==> src/hdl/coi_pkg.sv <==
// Shared widths, constants, types and the node spacing table for the
// column omega integrator. No dependencies.
`default_nettype none

package coi_pkg;

	localparam int FixW      = 32;  // Q16.16 samples and omega
	localparam int SumW      = 33;  // sum of two samples
	localparam int SpcW      = 17;  // Q0.16 spacing, 1.0 included
	localparam int ProdW     = 51;  // signed sum times unsigned spacing
	localparam int IntW      = 52;  // running integral
	localparam int MagW      = 51;  // magnitude of the integral
	localparam int LvlW      = 3;   // level index
	localparam int CntW      = 4;   // level_count register
	localparam int DivSteps  = 33;  // quotient bits below the saturation limit
	localparam int DivCntW   = $clog2(DivSteps);

	localparam int MaxLevelsDefault = 8;
	localparam logic [CntW-1:0] LevelCountReset = 4'd3;

	typedef enum logic [5:0] {
		S_IDLE = 6'b000001,
		S_MUL  = 6'b000010,
		S_ACC  = 6'b000100,
		S_PREP = 6'b001000,
		S_DIV  = 6'b010000,
		S_FIN  = 6'b100000
	} coi_state_t;

	typedef struct packed {
		logic load;   // input transfer
		logic mul;
		logic acc;
		logic prep;
		logic div;
		logic fin;    // load result register
	} coi_cmd_t;

	typedef struct packed {
		logic skip_div;  // bottom level or zero depth sum
		logic out_free;  // result register can take a new result
	} coi_sts_t;

	// Q0.16 spacing between levels k-1 and k for a column of n levels
	function automatic logic [SpcW-1:0] node_spacing(input logic [CntW-1:0] n,
			input logic [LvlW-1:0] k);
		logic [CntW-1:0] kc;
		logic [SpcW-1:0] s;
		kc = {1'b0, k};
		if (kc < 4'd1) kc = 4'd1;
		if (n >= 4'd2 && kc > n - 4'd1) kc = n - 4'd1;
		case (n)
			4'd2:    s = 17'd65536;
			4'd3:    s = 17'd32768;
			4'd4:    s = (kc == 4'd2) ? 17'd29308 : 17'd18114;
			4'd5:    s = (kc inside {4'd1, 4'd4}) ? 17'd11316 : 17'd21452;
			4'd6:    s = 17'd13107;
			4'd7:    s = 17'd10923;
			4'd8:    s = 17'd9362;
			default: s = '0;
		endcase
		return s;
	endfunction

endpackage

`default_nettype wire

==> src/hdl/coi_if.sv <==
// Valid/ready channel interfaces for the column omega integrator.
// Depends on coi_pkg.
`default_nettype none

interface coi_in_if import coi_pkg::*; ();
	logic                   valid;
	logic                   ready;
	logic signed [FixW-1:0] div_sample;
	logic        [FixW-1:0] depth_sample;
	logic signed [FixW-1:0] bed_omega;

	modport source (output valid, div_sample, depth_sample, bed_omega, input ready);
	modport sink   (input valid, div_sample, depth_sample, bed_omega, output ready);
endinterface

interface coi_out_if import coi_pkg::*; ();
	logic                   valid;
	logic                   ready;
	logic signed [FixW-1:0] omega;
	logic        [LvlW-1:0] level_index;
	logic                   column_end;
	logic                   thin_layer;

	modport source (output valid, omega, level_index, column_end, thin_layer, input ready);
	modport sink   (input valid, omega, level_index, column_end, thin_layer, output ready);
endinterface

`default_nettype wire

==> src/hdl/coi_ctrl.sv <==
// Sequencer for one level: multiply, accumulate, divide, result load.
// Depends on coi_pkg.
`default_nettype none

module coi_ctrl import coi_pkg::*; (
	input  wire logic     clk,
	input  wire logic     arst_n,
	input  wire logic     in_valid,
	output logic          in_ready,
	input  wire coi_sts_t sts,
	output coi_cmd_t      cmd
);

	coi_state_t         state_q, state_d;
	logic [DivCntW-1:0] step_q;

	always_comb begin
		state_d = state_q;
		cmd     = '0;
		case (state_q)
			S_IDLE: begin
				cmd.load = in_valid;
				if (in_valid) state_d = S_MUL;
			end
			S_MUL: begin
				cmd.mul = 1'b1;
				state_d = S_ACC;
			end
			S_ACC: begin
				cmd.acc = 1'b1;
				state_d = sts.skip_div ? S_FIN : S_PREP;
			end
			S_PREP: begin
				cmd.prep = 1'b1;
				state_d  = S_DIV;
			end
			S_DIV: begin
				cmd.div = 1'b1;
				if (step_q == DivCntW'(DivSteps - 1)) state_d = S_FIN;
			end
			S_FIN: begin
				cmd.fin = sts.out_free;
				if (sts.out_free) state_d = S_IDLE;
			end
			default: state_d = S_IDLE;
		endcase
	end

	assign in_ready = (state_q == S_IDLE);

	always_ff @(posedge clk or negedge arst_n) begin
		if (!arst_n) begin
			state_q <= S_IDLE;
			step_q  <= '0;
		end else begin
			state_q <= state_d;
			if (cmd.prep) step_q <= '0;
			else if (cmd.div) step_q <= step_q + DivCntW'(1);
		end
	end

endmodule

`default_nettype wire

==> src/hdl/coi_dp.sv <==
// Datapath: column state, trapezoid term, restoring divider, saturation and
// the result register. Depends on coi_pkg.
`default_nettype none

module coi_dp import coi_pkg::*; #(
	parameter int MAX_LEVELS = MaxLevelsDefault
) (
	input  wire logic                   clk,
	input  wire logic                   arst_n,
	input  wire logic                   cfg_wr_en,
	input  wire logic        [CntW-1:0] cfg_wr_data,
	input  wire logic signed [FixW-1:0] div_sample,
	input  wire logic        [FixW-1:0] depth_sample,
	input  wire logic signed [FixW-1:0] bed_omega,
	input  wire coi_cmd_t               cmd,
	output coi_sts_t                    sts,
	output logic                        out_valid,
	input  wire logic                   out_ready,
	output logic signed [FixW-1:0]      omega,
	output logic        [LvlW-1:0]      level_index,
	output logic                        column_end,
	output logic                        thin_layer
);

	localparam int EffMax = (MAX_LEVELS < 8) ? MAX_LEVELS : 8;

	// column state
	logic        [CntW-1:0] level_count_q;
	logic        [LvlW-1:0] level_counter_q;
	logic signed [FixW-1:0] prev_div_q;
	logic        [FixW-1:0] prev_depth_q;
	logic signed [IntW-1:0] integral_q;
	logic signed [FixW-1:0] held_bottom_q;

	// per-item working registers
	logic signed [SumW-1:0]  dsum_q;
	logic        [SumW-1:0]  hsum_q;
	logic        [SpcW-1:0]  spacing_q;
	logic        [LvlW-1:0]  k_q;
	logic                    end_q;
	logic signed [ProdW-1:0] product_q;
	logic                    neg_q;
	logic                    big_q;
	logic        [SumW-1:0]  rem_q;
	logic        [SumW-1:0]  mag_lo_q;
	logic        [SumW-1:0]  quo_q;
	logic                    out_valid_q;

	logic [CntW-1:0] n_eff;
	logic            level_end;

	always_comb begin
		if (level_count_q == '0) n_eff = 4'd1;
		else if (int'(level_count_q) > EffMax) n_eff = CntW'(EffMax);
		else n_eff = level_count_q;
	end

	assign level_end = ({1'b0, level_counter_q} + 4'd1) >= n_eff;

	// magnitude and saturation test of the integral
	logic signed [IntW-1:0] int_neg;
	logic        [MagW-1:0] mag;
	logic                   big;

	assign int_neg = -integral_q;
	assign mag     = integral_q[IntW-1] ? int_neg[MagW-1:0] : integral_q[MagW-1:0];
	assign big     = {15'd0, mag} >= {hsum_q, 33'd0};

	// one restoring step
	logic [SumW:0] trial;
	logic          fits;

	assign trial = {rem_q, mag_lo_q[SumW-1]};
	assign fits  = trial >= {1'b0, hsum_q};

	// final omega
	logic        [SumW:0]   qmag;
	logic signed [SumW+1:0] qsig;
	logic signed [FixW+3:0] diff;
	logic signed [FixW-1:0] omega_d;
	logic                   thin_d;

	always_comb begin
		qmag    = big_q ? {1'b1, {SumW{1'b0}}} : {1'b0, quo_q};
		qsig    = neg_q ? -$signed({1'b0, qmag}) : $signed({1'b0, qmag});
		diff    = {{4{held_bottom_q[FixW-1]}}, held_bottom_q} - {qsig[SumW+1], qsig};
		omega_d = held_bottom_q;
		thin_d  = 1'b0;
		if (k_q == '0) begin
			omega_d = held_bottom_q;
		end else if (hsum_q == '0) begin
			thin_d = 1'b1;
		end else if (diff[FixW+3:FixW-1] == '0 || diff[FixW+3:FixW-1] == '1) begin
			omega_d = diff[FixW-1:0];
		end else begin
			omega_d = diff[FixW+3] ? {1'b1, {(FixW-1){1'b0}}} : {1'b0, {(FixW-1){1'b1}}};
		end
	end

	always_ff @(posedge clk or negedge arst_n) begin
		if (!arst_n) begin
			level_count_q   <= LevelCountReset;
			level_counter_q <= '0;
			prev_div_q      <= '0;
			prev_depth_q    <= '0;
			integral_q      <= '0;
			held_bottom_q   <= '0;
			out_valid_q     <= 1'b0;
		end else begin
			if (cfg_wr_en) level_count_q <= cfg_wr_data;
			if (cmd.load) begin
				prev_div_q      <= div_sample;
				prev_depth_q    <= depth_sample;
				level_counter_q <= level_end ? '0 : level_counter_q + LvlW'(1);
				if (level_counter_q == '0) begin
					held_bottom_q <= bed_omega;
					integral_q    <= '0;
				end
			end
			if (cmd.acc) integral_q <= integral_q + {product_q[ProdW-1], product_q};
			if (cmd.fin) out_valid_q <= 1'b1;
			else if (out_ready) out_valid_q <= 1'b0;
		end
	end

	always_ff @(posedge clk) begin
		if (cmd.load) begin
			dsum_q    <= {prev_div_q[FixW-1], prev_div_q} + {div_sample[FixW-1], div_sample};
			hsum_q    <= {1'b0, prev_depth_q} + {1'b0, depth_sample};
			spacing_q <= (level_counter_q == '0) ? '0 : node_spacing(n_eff, level_counter_q);
			k_q       <= level_counter_q;
			end_q     <= level_end;
		end
		if (cmd.mul) product_q <= dsum_q * $signed({1'b0, spacing_q});
		if (cmd.prep) begin
			neg_q    <= integral_q[IntW-1];
			big_q    <= big;
			rem_q    <= {15'd0, mag[MagW-1:SumW]};
			mag_lo_q <= mag[SumW-1:0];
			quo_q    <= '0;
		end
		if (cmd.div) begin
			rem_q    <= fits ? trial[SumW-1:0] - hsum_q : trial[SumW-1:0];
			mag_lo_q <= {mag_lo_q[SumW-2:0], 1'b0};
			quo_q    <= {quo_q[SumW-2:0], fits};
		end
		if (cmd.fin) begin
			omega       <= omega_d;
			level_index <= k_q;
			column_end  <= end_q;
			thin_layer  <= thin_d;
		end
	end

	assign sts.skip_div = (k_q == '0) || (hsum_q == '0);
	assign sts.out_free = !out_valid_q || out_ready;
	assign out_valid    = out_valid_q;

endmodule

`default_nettype wire

==> src/hdl/column_omega_integrator.sv <==
// Column omega integrator: one water-column level per input transfer, bottom
// level first, one result transfer per level.
// Channels: in_ch carries div_sample, depth_sample and bed_omega (read on
// the bottom level only); out_ch carries omega, level_index, column_end and
// thin_layer. Both use valid/ready; a transfer happens when both are high.
// level_count is written through cfg_wr_en/cfg_wr_data; the user must do so
// only while the block idles, and the block itself does not enforce this.
// Sequence: a level that needs a division goes through multiply, accumulate,
// prepare, the 33-step restoring divider (one quotient bit a cycle) and
// result load, then back to idle, where the next level is taken. A bottom
// level or a zero depth sum skips the divider and its preparation.
// Reset (arst_n low) clears the column state, sets level_count to 3 and
// empties the result register.
// Stall: the result register holds its result while out_ch.ready is low;
// the next level may still be taken and worked on, and waits at its end
// until the register is free.
`default_nettype none

module column_omega_integrator import coi_pkg::*; #(
	parameter int MAX_LEVELS = MaxLevelsDefault
) (
	input  wire logic            clk,
	input  wire logic            arst_n,
	input  wire logic            cfg_wr_en,
	input  wire logic [CntW-1:0] cfg_wr_data,
	coi_in_if.sink               in_ch,
	coi_out_if.source            out_ch
);

	coi_cmd_t cmd;
	coi_sts_t sts;

	// sequencer: owns the input handshake and the step count of the divider
	coi_ctrl u_ctrl (
		.clk      (clk),
		.arst_n   (arst_n),
		.in_valid (in_ch.valid),
		.in_ready (in_ch.ready),
		.sts      (sts),
		.cmd      (cmd)
	);

	// datapath: column state, term, divider and the result register
	coi_dp #(
		.MAX_LEVELS (MAX_LEVELS)
	) u_dp (
		.clk          (clk),
		.arst_n       (arst_n),
		.cfg_wr_en    (cfg_wr_en),
		.cfg_wr_data  (cfg_wr_data),
		.div_sample   (in_ch.div_sample),
		.depth_sample (in_ch.depth_sample),
		.bed_omega    (in_ch.bed_omega),
		.cmd          (cmd),
		.sts          (sts),
		.out_valid    (out_ch.valid),
		.out_ready    (out_ch.ready),
		.omega        (out_ch.omega),
		.level_index  (out_ch.level_index),
		.column_end   (out_ch.column_end),
		.thin_layer   (out_ch.thin_layer)
	);

endmodule

`default_nettype wire

==> src/flat_wrapper.sv <==
// flat-port wrapper written by rule: the top's interface ports become plain ports
module column_omega_integrator_flat import coi_pkg::*;
#(
	parameter int MAX_LEVELS = MaxLevelsDefault
)
  (clk, arst_n, cfg_wr_en, cfg_wr_data, in_ch_valid, in_ch_div_sample, in_ch_depth_sample, in_ch_bed_omega, in_ch_ready, out_ch_valid, out_ch_omega, out_ch_level_index, out_ch_column_end, out_ch_thin_layer, out_ch_ready);
  coi_in_if in_ch_i ();
  coi_out_if out_ch_i ();
  input  wire logic clk;
  input  wire logic arst_n;
  input  wire logic cfg_wr_en;
  input  wire logic [CntW-1:0] cfg_wr_data;
  input wire logic [$bits(in_ch_i.valid)-1:0] in_ch_valid;
  input wire logic [$bits(in_ch_i.div_sample)-1:0] in_ch_div_sample;
  input wire logic [$bits(in_ch_i.depth_sample)-1:0] in_ch_depth_sample;
  input wire logic [$bits(in_ch_i.bed_omega)-1:0] in_ch_bed_omega;
  output wire logic [$bits(in_ch_i.ready)-1:0] in_ch_ready;
  output wire logic [$bits(out_ch_i.valid)-1:0] out_ch_valid;
  output wire logic [$bits(out_ch_i.omega)-1:0] out_ch_omega;
  output wire logic [$bits(out_ch_i.level_index)-1:0] out_ch_level_index;
  output wire logic [$bits(out_ch_i.column_end)-1:0] out_ch_column_end;
  output wire logic [$bits(out_ch_i.thin_layer)-1:0] out_ch_thin_layer;
  input wire logic [$bits(out_ch_i.ready)-1:0] out_ch_ready;
  assign in_ch_i.valid = in_ch_valid;
  assign in_ch_i.div_sample = in_ch_div_sample;
  assign in_ch_i.depth_sample = in_ch_depth_sample;
  assign in_ch_i.bed_omega = in_ch_bed_omega;
  assign in_ch_ready = in_ch_i.ready;
  assign out_ch_valid = out_ch_i.valid;
  assign out_ch_omega = out_ch_i.omega;
  assign out_ch_level_index = out_ch_i.level_index;
  assign out_ch_column_end = out_ch_i.column_end;
  assign out_ch_thin_layer = out_ch_i.thin_layer;
  assign out_ch_i.ready = out_ch_ready;
  column_omega_integrator #(.MAX_LEVELS(MAX_LEVELS)) u_core (.clk(clk), .arst_n(arst_n), .cfg_wr_en(cfg_wr_en), .cfg_wr_data(cfg_wr_data), .in_ch(in_ch_i), .out_ch(out_ch_i));
endmodule
==> config.mk <==
export PLATFORM = sky130hd
export DESIGN_NAME = column_omega_integrator_flat
export DESIGN_NICKNAME = d
export VERILOG_FILES = /design/src/hdl/coi_pkg.sv /design/src/hdl/coi_if.sv /design/src/hdl/coi_ctrl.sv /design/src/hdl/coi_dp.sv /design/src/hdl/column_omega_integrator.sv /design/src/flat_wrapper.sv
export SDC_FILE = /design/constraint.sdc
export NUM_CORES = 2
export LEC_CHECK = 0
export ABC_AREA = 1
export BUFFER_PORTS_ARGS = -buffer_cell sky130_fd_sc_hd__clkbuf_2
export CORE_MARGIN = 2
export CORE_UTILIZATION = 36
export CTS_CLUSTER_SIZE = 8
export DETAILED_ROUTE_END_ITERATION = 12
export HOLD_SLACK_MARGIN = 0.1
export PLACE_DENSITY = 0.52
export RECOVER_POWER = 100
export SETUP_SLACK_MARGIN = 0.2
export SLEW_MARGIN = 0
export SYNTH_ARGS = -nofsm -noshare
export SYNTH_HDL_FRONTEND = slang
export SYNTH_SLANG_ARGS = --single-unit
==> constraint.sdc <==
create_clock -name clk -period 6.1 [get_ports clk]
set_input_delay 1.22 -clock clk [delete_from_list [all_inputs] [get_ports clk]]
set_output_delay 1.22 -clock clk [all_outputs]
set_load 0.02 [all_outputs]
==> flow_metrics.tcl <==
set metrics [dict create \
    clock_sinks 443 \
    worstPathArrival_ns 6.28 \
    antenna_cells 0 \
    slew-limit-headroom_pct -160 \
    clock-root-buffer "sky130_fd_sc_hd__clkbuf_16" \
    postSynthNetCount 7545 \
    maximum_number_of_pins_on_one_net_before_global_route_repair 157 \
    dr_total_vias 43200 \
    route.detailed.wl_per_inst_um 18.4 \
    rr_endpoint "u_core.u_dp.product_q[48]" \
    layout.core_utilization_pct 42.1 \
    layout.nets 7860 \
    maxCapViolations 10 \
    vias_in_the_first_global_route 44400 \
    cts-htree-levels 3 \
    synthesized_flop_and_latch_total 443 \
    synthFlopType "sky130_fd_sc_hd__edfxtp_1" \
    startpoint_type "flip-flop" \
    postRouteWirelength_um 162000 \
    crit_path_cell_trace "buf_6 -> clkbuf_16 -> nand2_1 -> fa_1 -> inv_1 -> fa_1 -> fa_1 -> fa_1 -> fa_1 -> inv_1 -> fa_1 -> inv_1 -> ha_4 -> nand2_2 -> nor2_1 -> inv_1 -> nor2_2 -> inv_1 -> nor3_4 -> nand4_1 -> nand3_2 -> a31oi_2 -> xor2_1" \
    layout.cells.most_common "sky130_fd_sc_hd__nand2_1" \
    grt_pass1_wl_um 255000 \
    cts_buffer_depth 3 \
    cts_hold_repair.buffers 0 \
    drive_above_1_share_pct 11.4 \
    detailed_place_hpwl_um 131000 \
    number_of_violations_reported_at_the_end_of_detailed_routing_iteration_0 3020 \
    min_to "u_core.u_dp.column_end" \
    hold_viol_final 0 \
    timing.final.crit_period_ns 5.87 \
    grt_setup_unrepaired "true" \
    path_max_fanout 13 \
    timing.final.setup_violations 0 \
    rows 138 \
    cts_buffers 67 \
    post_layout_nonfiller_instances 8821 \
    origin_of_the_worst_min_delay_path "u_core.u_dp.end_q" \
    clk_pin_slew_ns 0.06 \
    die_area_mm2 0.145 \
    mostFrequentLayoutCells "1583 x sky130_fd_sc_hd__nand2_1, 1336 x sky130_fd_sc_hd__inv_1, 520 x sky130_fd_sc_hd__fa_1, 502 x sky130_fd_sc_hd__nor2_1, 309 x sky130_fd_sc_hd__ha_1" \
    grt_util_all_layers_pct 22.4 \
    cp_data_required_time_ns 6.51 \
    worst_slew_pin_slew_ns 3.90 \
    worstPathBufferInverterCount 7 \
    seqCellArea_mm2 0.0125 \
    layout_setup_ws_ns 0.230 \
    register_area_share_after_synthesis_pct 24.3 \
    drc 0 \
    whs_path_depth 0 \
    multi_input_comb_area_mm2 0.0339 \
    run_status "finished with violations" \
    failed_checks "max-capacitance violations, max-slew violations" \
    synth_largest_type_area_fraction_pct 21.2 \
    cts_tree "built" \
    worst_setup_slack_for_register_to_register_paths_ns 0.23 \
    worst-setup-path-type "reg2reg" \
    floorplan.die.height_um 381 \
    core-area_mm2 0.141 \
    synth_cell_type_count 66 \
    numPortBuffers 143 \
    synthesis.yosys.warnings 0 \
    timing.critical_path.mode_cell "sky130_fd_sc_hd__fa_1" \
    grt_antenna_before_repair 5 \
    clock_insertion_delay_worst_skew_ns 0.67 \
    min_period_over_period_pct 96.2 \
    syn_to_final_growth_pct 16.1 \
    grt_overflow 0 \
    num_io_pins 144 \
    worst_path_max_delay_cell "sky130_fd_sc_hd__fa_1" \
    vias_per_cell 4.90 \
    slowest_delay_ns 0.57 \
    worst_setup_slack_post_dpl_ns -0.0798 \
    worst_hold_path_type "reg2reg" \
    worst_r2r_startpoint "u_core.u_dp.spacing_q[10]" \
    clock_skew_ns 0.0390 \
    post_synth_instance_area_mm2 0.0512 \
    rr_worst_depth 23 \
    path_delay_family "adder cells" \
    die_width_um 381 \
    slew_violations 624 \
    synth-edff-count 274 \
    start_util_pct 36.2 \
    asyncSetResetFlopFracSynth_pct 37.9 \
    synthesis.instances 6561 \
    drt-pass1-iter-count 9 \
    dp.cells 8642 \
    syn-mean-instance-area_um2 7.80 \
    synth.largest_area_cell "sky130_fd_sc_hd__fa_1" \
    synthTopCellsByArea "sky130_fd_sc_hd__fa_1 21%, sky130_fd_sc_hd__edfxtp_1 16%, sky130_fd_sc_hd__nand2_1 12%" \
    achievable-frequency_mhz 170 \
    fill_cells 14600 \
    antenna_violating_nets_left 0 \
    endpoint_kind "flip-flop" \
    gp_routability_congestion 0.938 \
]
## flip-flops by register name (all words and copies together) (netlist names), 3 cells and up
signal / flops
u_core.u_dp.spacing_q: 16
u_core.u_dp.k_q: 3
u_core.u_dp.rem_q: 33
u_core.u_dp.quo_q: 33
u_core.u_dp.mag_lo_q: 33
u_core.u_dp.hsum_q: 33
u_core.u_dp.product_q: 51
u_core.u_ctrl.step_q: 6
u_core.u_dp.omega: 32
u_core.u_dp.prev_div_q: 32
u_core.u_dp.level_index: 3
u_core.u_dp.level_count_q: 4
u_core.u_dp.dsum_q: 33
u_core.u_dp.level_counter_q: 3
u_core.u_dp.integral_q: 52
u_core.u_dp.held_bottom_q: 32
u_core.u_dp.prev_depth_q: 32
u_core.u_ctrl.state_q: 6
## worst max path at each step
stage                                      endpoint                       from  cells past startpoint
after CTS                 u_core.u_dp.product_q[50]   u_core.u_dp.spacing_q[4]                     22
after global placement    u_core.u_dp.product_q[50]   u_core.u_dp.spacing_q[4]                     22
final                     u_core.u_dp.product_q[48]  u_core.u_dp.spacing_q[10]                     23
after global routing      u_core.u_dp.product_q[46]   u_core.u_dp.spacing_q[5]                     23
after floorplan           u_core.u_dp.product_q[49]     u_core.u_dp.dsum_q[32]                     22
after detailed placement  u_core.u_dp.product_q[50]   u_core.u_dp.spacing_q[4]                     22
## per-stage QoR
step,TNS [ns],hold slack [ns],area (um^2)
after global routing,-0.0383,0.442,59400
after global placement,-0.138,0.408,55800
final,0,0.429,59400
after CTS,0,0.430,58400
after floorplan,0,0.400,51200
after detailed placement,-0.120,0.411,55800
## per-layer routing
layer / part of all wire (%) / vias up / track usage (%)
li1: - / 21000 / -
met1: 44 / 20900 / 29.6
met2: 48 / 1020 / 38.4
met3: 4.6 / 258 / 2.84
met4: 3.1 / 10 / 6.46
met5: 0.047 / - / 0
## Yosys cell counts, types with 7 or more instances
cell type and count:
sky130_fd_sc_hd__inv_1 1358, sky130_fd_sc_hd__a21boi_0 7, sky130_fd_sc_hd__a22o_1 15, sky130_fd_sc_hd__o21ai_0 250
sky130_fd_sc_hd__o31ai_1 8, sky130_fd_sc_hd__nand3_1 195, sky130_fd_sc_hd__nor4_1 31, sky130_fd_sc_hd__nand3b_1 20
sky130_fd_sc_hd__xor2_1 182, sky130_fd_sc_hd__o21ai_1 19, sky130_fd_sc_hd__nand2_4 9, sky130_fd_sc_hd__inv_2 8
sky130_fd_sc_hd__o22ai_1 31, sky130_fd_sc_hd__buf_2 7, sky130_fd_sc_hd__clkbuf_1 173, sky130_fd_sc_hd__xnor2_1 73
sky130_fd_sc_hd__buf_4 8, sky130_fd_sc_hd__nor2_1 529, sky130_fd_sc_hd__o21bai_1 25, sky130_fd_sc_hd__a31oi_1 46
sky130_fd_sc_hd__a21oi_2 15, sky130_fd_sc_hd__o211ai_1 14, sky130_fd_sc_hd__nor3_1 57, sky130_fd_sc_hd__edfxtp_1 274
sky130_fd_sc_hd__nand2_1 1619, sky130_fd_sc_hd__ha_1 338, sky130_fd_sc_hd__dfrtp_1 165, sky130_fd_sc_hd__a21oi_1 321
sky130_fd_sc_hd__o21a_1 32, sky130_fd_sc_hd__nand3_2 14, sky130_fd_sc_hd__buf_1 13, sky130_fd_sc_hd__fa_1 541
sky130_fd_sc_hd__nand2_2 18, sky130_fd_sc_hd__a21o_1 23, sky130_fd_sc_hd__nand4_1 46
## kinds of logic after synthesis
logic type | Yosys count | synth area share, %
buf+inv | 1577 | 11.8
xor+xnor | 255 | 4.36
flops | 443 | 24.3
simple gates | 2567 | 20.6
compound gates | 840 | 9.45
fa+ha+maj | 879 | 29.4
## area by class of cell
class	count	share of cell area, %
well taps	1890	3.98
clock inverters	7	0.190
clock buffers	117	3.22
inverters	1368	8.65
repair buffers	455	6.00
multi-input cells	4541	57.0
flip-flops and latches	443	21.0
## worst register-to-register path, stage by stage, from the launching register on
cell                        delay, ns
sky130_fd_sc_hd__edfxtp_1        0.41
sky130_fd_sc_hd__buf_6           0.14
sky130_fd_sc_hd__clkbuf_16       0.19
sky130_fd_sc_hd__nand2_1         0.10
sky130_fd_sc_hd__fa_1            0.50
sky130_fd_sc_hd__inv_1           0.05
sky130_fd_sc_hd__fa_1            0.48
sky130_fd_sc_hd__fa_1            0.55
sky130_fd_sc_hd__fa_1            0.53
sky130_fd_sc_hd__fa_1            0.57
sky130_fd_sc_hd__inv_1           0.06
sky130_fd_sc_hd__fa_1            0.52
sky130_fd_sc_hd__inv_1           0.07
sky130_fd_sc_hd__ha_4            0.29
sky130_fd_sc_hd__nand2_2         0.09
sky130_fd_sc_hd__nor2_1          0.14
sky130_fd_sc_hd__inv_1           0.07
sky130_fd_sc_hd__nor2_2          0.12
sky130_fd_sc_hd__inv_1           0.08
sky130_fd_sc_hd__nor3_4          0.14
sky130_fd_sc_hd__nand4_1         0.15
sky130_fd_sc_hd__nand3_2         0.14
sky130_fd_sc_hd__a31oi_2         0.11
sky130_fd_sc_hd__xor2_1          0.15
## repair_timing
| action | in CTS | in global routing |
|---|---|---|
| cloned | 2 | 1 |
| setup buffers | 24 | 28 |
| resized for setup | 77 | 237 |
| pin swaps | 20 | 73 |
| endpoints found under the setup margin | 30 | 35 |
Power is not shown: default switching activity piles up to over one toggle a cycle in this logic, so the estimate is an artifact.
